File: config.mk
export PLATFORM = sky130hd
export DESIGN_NAME = hex_color_string_parser
export DESIGN_NICKNAME = d
export VERILOG_FILES = /design/src/design/chsp_pkg.sv /design/src/design/chsp_core.sv /design/src/design/hex_color_string_parser.sv
export SDC_FILE = /design/constraint.sdc
export NUM_CORES = 1
export LEC_CHECK = 0
export BUFFER_PORTS_ARGS = -buffer_cell sky130_fd_sc_hd__buf_2
export CAP_MARGIN = 10
export CORE_ASPECT_RATIO = 1.25
export CORE_MARGIN = 10
export CORE_UTILIZATION = 50
export CTS_CLUSTER_SIZE = 40
export DETAILED_ROUTE_END_ITERATION = 16
export MAX_ROUTING_LAYER = met4
export PLACE_DENSITY = 0.76
export REMOVE_ABC_BUFFERS = 1
export SLEW_MARGIN = 20
export SYNTH_ARGS = -nofsm -noshare
export SYNTH_HDL_FRONTEND = slang
export SYNTH_SLANG_ARGS = --single-unit
File: constraint.sdc
create_clock -name aclk -period 4.2 [get_ports aclk]
set_input_delay 1.05 -clock aclk [delete_from_list [all_inputs] [get_ports aclk]]
set_output_delay 1.05 -clock aclk [all_outputs]
set_load 0.05 [all_outputs]
File: src/design/chsp_pkg.sv
package chsp_pkg;

    localparam int NAME_COUNT = 11;
    localparam int NIB_COUNT  = 8;

    // Bits of the invalid-digit flags: digits 1-3, 4-6 and 7-8
    localparam int BAD_GRP_RGB3  = 0;
    localparam int BAD_GRP_RGB6  = 1;
    localparam int BAD_GRP_ALPHA = 2;

    localparam logic [7:0] CHAR_HASH = 8'h23;
    localparam logic [7:0] CHAR_NUL  = 8'h00;

    localparam logic [31:0] ARGB_NONE   = 32'h0000_0000;
    localparam logic [7:0]  ALPHA_OPAQUE = 8'hFF;

    // One character of the string with its end-of-string marker
    typedef struct packed {
        logic [7:0] character;
        logic       last;
    } item_t;

    // Name text, one row per name, padded with NUL to sixteen columns
    typedef logic [7:0] name_row_t [16];

    localparam name_row_t NAME_TEXT [NAME_COUNT] = '{
        '{8'h74, 8'h72, 8'h61, 8'h6E, 8'h73, 8'h70, 8'h61, 8'h72,
          8'h65, 8'h6E, 8'h74, 8'h00, 8'h00, 8'h00, 8'h00, 8'h00},  // transparent
        '{8'h62, 8'h6C, 8'h61, 8'h63, 8'h6B, 8'h00, 8'h00, 8'h00,
          8'h00, 8'h00, 8'h00, 8'h00, 8'h00, 8'h00, 8'h00, 8'h00},  // black
        '{8'h77, 8'h68, 8'h69, 8'h74, 8'h65, 8'h00, 8'h00, 8'h00,
          8'h00, 8'h00, 8'h00, 8'h00, 8'h00, 8'h00, 8'h00, 8'h00},  // white
        '{8'h72, 8'h65, 8'h64, 8'h00, 8'h00, 8'h00, 8'h00, 8'h00,
          8'h00, 8'h00, 8'h00, 8'h00, 8'h00, 8'h00, 8'h00, 8'h00},  // red
        '{8'h67, 8'h72, 8'h65, 8'h65, 8'h6E, 8'h00, 8'h00, 8'h00,
          8'h00, 8'h00, 8'h00, 8'h00, 8'h00, 8'h00, 8'h00, 8'h00},  // green
        '{8'h62, 8'h6C, 8'h75, 8'h65, 8'h00, 8'h00, 8'h00, 8'h00,
          8'h00, 8'h00, 8'h00, 8'h00, 8'h00, 8'h00, 8'h00, 8'h00},  // blue
        '{8'h79, 8'h65, 8'h6C, 8'h6C, 8'h6F, 8'h77, 8'h00, 8'h00,
          8'h00, 8'h00, 8'h00, 8'h00, 8'h00, 8'h00, 8'h00, 8'h00},  // yellow
        '{8'h63, 8'h79, 8'h61, 8'h6E, 8'h00, 8'h00, 8'h00, 8'h00,
          8'h00, 8'h00, 8'h00, 8'h00, 8'h00, 8'h00, 8'h00, 8'h00},  // cyan
        '{8'h6D, 8'h61, 8'h67, 8'h65, 8'h6E, 8'h74, 8'h61, 8'h00,
          8'h00, 8'h00, 8'h00, 8'h00, 8'h00, 8'h00, 8'h00, 8'h00},  // magenta
        '{8'h67, 8'h72, 8'h61, 8'h79, 8'h00, 8'h00, 8'h00, 8'h00,
          8'h00, 8'h00, 8'h00, 8'h00, 8'h00, 8'h00, 8'h00, 8'h00},  // gray
        '{8'h67, 8'h72, 8'h65, 8'h79, 8'h00, 8'h00, 8'h00, 8'h00,
          8'h00, 8'h00, 8'h00, 8'h00, 8'h00, 8'h00, 8'h00, 8'h00}   // grey
    };

    localparam logic [3:0] NAME_LEN [NAME_COUNT] = '{
        4'd11, 4'd5, 4'd5, 4'd3, 4'd5, 4'd4, 4'd6, 4'd4, 4'd7, 4'd4, 4'd4
    };

    localparam logic [31:0] NAME_COLOR [NAME_COUNT] = '{
        32'h0000_0000, 32'hFF00_0000, 32'hFFFF_FFFF, 32'hFFFF_0000,
        32'hFF00_FF00, 32'hFF00_00FF, 32'hFFFF_FF00, 32'hFF00_FFFF,
        32'hFFFF_00FF, 32'hFF80_8080, 32'hFF80_8080
    };

    // Hex digit value in the low four bits; bit 4 set for a non-digit
    function automatic logic [4:0] digit_value(input logic [7:0] c);
        logic [4:0] v;
        v = 5'h10;
        if (c >= 8'h30 && c <= 8'h39) begin
            v = {1'b0, 4'(c - 8'h30)};
        end else if (c >= 8'h41 && c <= 8'h46) begin
            v = {1'b0, 4'(c - 8'h37)};
        end else if (c >= 8'h61 && c <= 8'h66) begin
            v = {1'b0, 4'(c - 8'h57)};
        end
        return v;
    endfunction

    function automatic logic [7:0] to_lower(input logic [7:0] c);
        return (c >= 8'h41 && c <= 8'h5A) ? c + 8'h20 : c;
    endfunction

endpackage

File: src/design/chsp_core.sv
module chsp_core (
    input  logic                aclk,
    input  logic                aresetn,
    input  logic                item_fire,
    input  chsp_pkg::item_t     item,
    output logic [31:0]         argb
);
    import chsp_pkg::*;

    logic [3:0]            char_count_reg, char_count_next, cnt_upd;
    logic                  hex_mode_reg, hex_mode_next, hex_upd;
    logic [NAME_COUNT-1:0] name_alive_reg, name_alive_next, alive_upd;
    logic [2:0]            bad_flags_reg, bad_flags_next, bad_upd;
    logic                  ended_reg, ended_next, ended_upd;
    logic [3:0]            nib_reg [NIB_COUNT];
    logic [3:0]            nib_upd [NIB_COUNT];
    logic                  nib_wr;
    logic [2:0]            nib_idx;
    logic [4:0]            dval;
    logic [7:0]            lc;

    assign dval    = digit_value(item.character);
    assign lc      = to_lower(item.character);
    assign nib_idx = 3'(char_count_reg - 4'd1);

    // Fold one character into the string state
    always_comb begin
        cnt_upd   = char_count_reg;
        hex_upd   = hex_mode_reg;
        alive_upd = name_alive_reg;
        bad_upd   = bad_flags_reg;
        ended_upd = ended_reg;
        nib_wr    = 1'b0;
        if (item_fire && !ended_reg) begin
            if (item.character == CHAR_NUL) begin
                ended_upd = 1'b1;
            end else begin
                if (char_count_reg == 4'd0 && item.character == CHAR_HASH) begin
                    hex_upd = 1'b1;
                end
                for (int i = 0; i < NAME_COUNT; i++) begin
                    if (char_count_reg >= NAME_LEN[i] ||
                        NAME_TEXT[i][char_count_reg] != lc) begin
                        alive_upd[i] = 1'b0;
                    end
                end
                if (hex_upd && char_count_reg >= 4'd1 && char_count_reg <= 4'd8) begin
                    nib_wr = 1'b1;
                    if (dval[4]) begin
                        priority if (char_count_reg <= 4'd3) begin
                            bad_upd[BAD_GRP_RGB3] = 1'b1;
                        end else if (char_count_reg <= 4'd6) begin
                            bad_upd[BAD_GRP_RGB6] = 1'b1;
                        end else begin
                            bad_upd[BAD_GRP_ALPHA] = 1'b1;
                        end
                    end
                end
                if (char_count_reg != 4'd15) begin
                    cnt_upd = char_count_reg + 4'd1;
                end
            end
        end
    end

    // Nibble store with the current write folded in
    always_comb begin
        for (int i = 0; i < NIB_COUNT; i++) begin
            nib_upd[i] = (nib_wr && nib_idx == 3'(i)) ? dval[3:0] : nib_reg[i];
        end
    end

    // Work out the colour from the updated state
    always_comb begin
        logic [3:0] digits;
        logic [7:0] alpha;
        argb   = ARGB_NONE;
        digits = (cnt_upd == 4'd0) ? 4'd0 : cnt_upd - 4'd1;
        alpha  = ALPHA_OPAQUE;
        if (hex_upd) begin
            if (digits == 4'd3) begin
                if (!bad_upd[BAD_GRP_RGB3]) begin
                    argb = {ALPHA_OPAQUE, nib_upd[0], nib_upd[0], nib_upd[1], nib_upd[1],
                            nib_upd[2], nib_upd[2]};
                end
            end else if (digits >= 4'd6) begin
                if (digits >= 4'd8) begin
                    alpha = {nib_upd[6], nib_upd[7]};
                end
                if (!bad_upd[BAD_GRP_RGB3] && !bad_upd[BAD_GRP_RGB6] &&
                    !(digits >= 4'd8 && bad_upd[BAD_GRP_ALPHA])) begin
                    argb = {alpha, nib_upd[0], nib_upd[1], nib_upd[2], nib_upd[3],
                            nib_upd[4], nib_upd[5]};
                end
            end
        end else begin
            // lowest-numbered matching name wins
            for (int i = NAME_COUNT - 1; i >= 0; i--) begin
                if (alive_upd[i] && cnt_upd == NAME_LEN[i]) begin
                    argb = NAME_COLOR[i];
                end
            end
        end
    end

    // Return to the idle state after the last character
    always_comb begin
        if (item_fire && item.last) begin
            char_count_next = 4'd0;
            hex_mode_next   = 1'b0;
            name_alive_next = '1;
            bad_flags_next  = 3'd0;
            ended_next      = 1'b0;
        end else begin
            char_count_next = cnt_upd;
            hex_mode_next   = hex_upd;
            name_alive_next = alive_upd;
            bad_flags_next  = bad_upd;
            ended_next      = ended_upd;
        end
    end

    always_ff @(posedge aclk) begin
        if (!aresetn) begin
            char_count_reg <= 4'd0;
            hex_mode_reg   <= 1'b0;
            name_alive_reg <= '1;
            bad_flags_reg  <= 3'd0;
            ended_reg      <= 1'b0;
        end else begin
            char_count_reg <= char_count_next;
            hex_mode_reg   <= hex_mode_next;
            name_alive_reg <= name_alive_next;
            bad_flags_reg  <= bad_flags_next;
            ended_reg      <= ended_next;
        end
    end

    // Hold digit nibbles; no reset needed
    always_ff @(posedge aclk) begin
        for (int i = 0; i < NIB_COUNT; i++) begin
            nib_reg[i] <= nib_upd[i];
        end
    end

    a_clear_after_last: assert property (@(posedge aclk) disable iff (!aresetn)
        item_fire && item.last |=> char_count_reg == 4'd0 && !hex_mode_reg &&
                                   name_alive_reg == '1 && bad_flags_reg == 3'd0 && !ended_reg)
        else $error("string state not cleared after last character");

    a_hex_kills_names: assert property (@(posedge aclk) disable iff (!aresetn)
        hex_mode_reg |-> name_alive_reg == '0)
        else $error("name still alive in hex mode");

    a_flags_only_hex: assert property (@(posedge aclk) disable iff (!aresetn)
        !hex_mode_reg |-> bad_flags_reg == 3'd0)
        else $error("digit flags set outside hex mode");

    a_count_saturates: assert property (@(posedge aclk) disable iff (!aresetn)
        char_count_reg == 4'd15 && item_fire && !item.last |=> char_count_reg == 4'd15)
        else $error("character count wrapped");

endmodule

File: src/design/hex_color_string_parser.sv
// Colour string parser: takes a colour string one character per transaction on the
// s_ side and returns one packed ARGB word on the m_ side for each transaction marked
// tlast. A leading '#' selects hex (3, 6, 7 or 8+ digits); otherwise the string is
// matched case-insensitively against eleven names. Unrecognised strings give zero.
// A character is taken every cycle unless stalled: the string state is updated behind
// an input register, so throughput is one character per clock, and the result is
// registered as its last character leaves the input register, then waits in the
// output register, not stopping further input until a second result needs that slot.
module hex_color_string_parser (
    input  logic        aclk,
    input  logic        aresetn,
    input  logic        s_tvalid,
    output logic        s_tready,
    input  logic [7:0]  s_tdata,   // [7:0] character
    input  logic        s_tlast,
    output logic        m_tvalid,
    input  logic        m_tready,
    output logic [31:0] m_tdata    // [31:0] argb
);
    import chsp_pkg::*;

    logic        in_valid_reg, in_valid_next;
    item_t       in_item_reg;
    logic        proc_fire;
    logic [31:0] argb;
    logic        out_valid_next;

    // Advance a held character unless its result has nowhere to go
    assign proc_fire = in_valid_reg && (!in_item_reg.last || !m_tvalid || m_tready);
    assign s_tready  = !in_valid_reg || proc_fire;

    always_comb begin
        in_valid_next = in_valid_reg;
        if (s_tvalid && s_tready) begin
            in_valid_next = 1'b1;
        end else if (proc_fire) begin
            in_valid_next = 1'b0;
        end
    end

    always_comb begin
        out_valid_next = m_tvalid;
        if (proc_fire && in_item_reg.last) begin
            out_valid_next = 1'b1;
        end else if (m_tready) begin
            out_valid_next = 1'b0;
        end
    end

    always_ff @(posedge aclk) begin
        if (!aresetn) begin
            in_valid_reg <= 1'b0;
            m_tvalid     <= 1'b0;
        end else begin
            in_valid_reg <= in_valid_next;
            m_tvalid     <= out_valid_next;
        end
    end

    // Capture input and result payloads
    always_ff @(posedge aclk) begin
        if (s_tvalid && s_tready) begin
            in_item_reg <= '{character: s_tdata, last: s_tlast};
        end
        if (proc_fire && in_item_reg.last) begin
            m_tdata <= argb;
        end
    end

    chsp_core u_core (
        .aclk      (aclk),
        .aresetn   (aresetn),
        .item_fire (proc_fire),
        .item      (in_item_reg),
        .argb      (argb)
    );

    a_result_loaded: assert property (@(posedge aclk) disable iff (!aresetn)
        proc_fire && in_item_reg.last |=> m_tvalid)
        else $error("result not presented after last character");

    a_stall_on_full: assert property (@(posedge aclk) disable iff (!aresetn)
        m_tvalid && !m_tready && in_valid_reg && in_item_reg.last |-> !s_tready)
        else $error("input taken while result slot blocked");

    a_reset_empty: assert property (@(posedge aclk)
        !aresetn |=> !m_tvalid && !in_valid_reg)
        else $error("pipeline not empty after reset");

endmodule

==> metrics.md <==
| Metric | Value |
|---|---|
| Outcome | finished clean |
| Static Leakage | 2.55 nW |
| DIE HEIGHT | 140 um |
| Vias in the first global route | 4917 |
| Sequential area share after synthesis | 0.405 |
| Setup TNS | 0 ns |
| Area delta synth->final | 13.5% |
| Mapped Cells | 664 |
| Global route total overflow | 0 |
| Ports | 47 |
| Clk slew on worst S/H paths | 0.07 ns |
| Row Count | 43 |
| PD cells | 336 nW/um2 |
| Pin count of the biggest net entering global routing | 39 |
| # DRC | 0 |
| Crit path launch | in_item_reg[2] |
| Final Power | 2.18 mW |
| RD Place Congestion | 1.04 |
| DRT Pass-1 Iters | 5 |
| Clock sinks | 95 |
| DP Wirelength | 12.1 mm |
| RSZ-0062 raised after global routing | false |
| MaxCap Viol Count | 0 |
| Iter 0 DRT Violations | 435 |
| Worst Skew | 0.00832 ns |
| EDFF count, synth | 41 |
| Antenna Cells | 0 |
| CTS Buffer Depth | 2 |
| Post-CTS Hold Buffers | 0 |
| Dpl ws | 0.333 ns |
| Worst-path fanout max | 10 |
| Post-CTS Setup Repair Bufs | 0 |
| Critical path class | reg2reg |
| Hold crit path type | reg2reg |
| Endpoints failing hold | 0 |
| WP data required | 4.26 ns |
| Crit path to | m_tdata[31] |
| FFs w/ async S/R, synth | 0 |
| CP Capture Type | flip-flop |
| Core Footprint | 11100 um2 |
| Reg-to-reg endpoint | m_tdata[31] |
| Post-Syn Area | 5710 um2 |
| Final Critical Period | 3.90 ns |
| Post-Route WL | 15.9 mm |
| Clock root cell | clkbuf_16 |
| Avg Cell Area, Syn | 8.60 um2 |
| Max IR drop VDD | 0.273 mV |
| Fmax | 0.257 GHz |
| Number of CTS-inserted buffers | 9 |
| Clk_lat worst skew | 0.34 ns |
| Most common flop cell mapped by yosys | dfxtp_1 |
| Critical Path Source Type | flip-flop |
| CTS tree | built |
| Via density | 6.18 |
| Average wire per standard cell | 18.6 um |
| Yosys cell types | 81 |
| Synth area leaders | edfxtp_1, dfxtp_1, nand2_1 |
| Share of cells above drive strength 1 | 0.173 |
| Worst Slack Setup Final | 0.302 ns |
| Final Max Tran Viols | 0 |
| Final hold slack | 0.452 ns |
| Initial antenna violation count | 0 |
| # port buffers | 46 |
| Most common cell in the netlist | nand2_1 |
| Vias | 5301 |
| Yosys top cell area share | 0.216 |
| Antenna viol nets, final | 0 |
| Setup-failing EPs final | 0 |
| First-pass GRT wire length | 25.0 mm |
| Multi-input gate area | 3140 um2 |
| Die ar. | 16100 um2 |
| Most frequent cells after synthesis | nand2_1, o21ai_0, dfxtp_1 |
| Arr. time, crit path | 3.95 ns |
| GRT Util Overall | 0.197 |
| FF+latch count, synth | 95 |
| Reg2Reg Depth | 11 |
| Total area of sequential cells | 2310 um2 |
| Final worst path period share | 0.928 |
| Initial Util | 0.513 |
| Width of the chip | 116 um |
| Flop-to-flop setup slack | 0.30 ns |
| Max-slew headroom | 0.308 |
| H-tree levels | 3 |
| Fillers | 993 |
| FF-to-FF Start | in_item_reg[2] |
| Nets | 749 |
| Gates resized, CTS repair | 0 |
| Synth area leader | edfxtp_1 |
| Synth warnings | 0 |
| Worst Tran Pin Value | 1.03 ns |
## routing by layer
layer  GRT usage  share of wire
met5           -              0
met3      0.0310          0.071
met1       0.228           0.40
met2       0.320           0.49
met4       0.102          0.043
## cell type report
cell class | count | area share
multi-input combinational | 508 | 0.484
inverter | 25 | 0.0149
clock inverter | 6 | 0.00810
sequential | 95 | 0.356
clock buffer | 10 | 0.0368
tap | 135 | 0.0260
timing repair buffer | 79 | 0.0737
## kinds of logic (layout without fill, tap and decap cells)
group | Yosys count | in the layout | synth area share
compound gates | 191 | 191 | 0.229
simple gates | 265 | 265 | 0.226
xor+xnor | 26 | 26 | 0.0399
flops | 95 | 95 | 0.405
fa+ha+maj | 18 | 18 | 0.0394
buf+inv | 61 | 120 | 0.0466
mux | 8 | 8 | 0.0140
## power breakdown
part           switching [mW]  total [mW]  internal, mW
combinational           0.240       0.373         0.133
clock                   0.365       0.790         0.426
sequential             0.0215        1.02         0.994
total                   0.626        2.18          1.55
## worst min-delay path by stage
stage	start	endpoint	slack, ns	cells after the start
2_1_floorplan	u_core.ended_reg	u_core.ended_reg	0.42	2
3_3_place_gp	u_core.ended_reg	u_core.ended_reg	0.43	2
3_5_place_dp	u_core.name_alive_reg[0]	u_core.name_alive_reg[0]	0.44	2
4_1_cts	u_core.name_alive_reg[0]	u_core.name_alive_reg[0]	0.45	2
5_1_grt	u_core.ended_reg	u_core.ended_reg	0.47	2
6_report	u_core.name_alive_reg[0]	u_core.name_alive_reg[0]	0.45	2
## stage by stage
| stage | util | std cells | area, um2 |
|---|---|---|---|
| 3_3_place_gp | 0.556 | 842 | 6190 |
| 5_1_grt | 0.582 | 858 | 6490 |
| 4_1_cts | 0.582 | 858 | 6490 |
| 6_report | 0.582 | 858 | 6490 |
| 2_1_floorplan | - | 628 | 5540 |
| 3_5_place_dp | 0.556 | 842 | 6190 |
## layout by cell type (no fill, tap or decap), drive strengths merged, types with 13 or more instances in the layout
cell type  instances
inv               27
nand2b            14
o21ai             72
edfxtp            41
buf               79
nor3              13
xnor2             16
nand3             17
ha                18
a21oi             26
nor2b             15
nor2              48
nand2            112
a22oi             16
dfxtp             54
## critical path, cell delays in order (launching register included)
cell and delay [ns]:
edfxtp_1 0.40, inv_2 0.23, ha_1 0.24, or3b_4 0.40, o21ai_0 0.50, o21ai_0 0.37, nand3_2 0.19, nand2b_1 0.18
a21o_1 0.15, nand3_2 0.18, o41ai_4 0.60, o21ai_0 0.19
No activity file was read; power rests on OpenSTA's default activity.
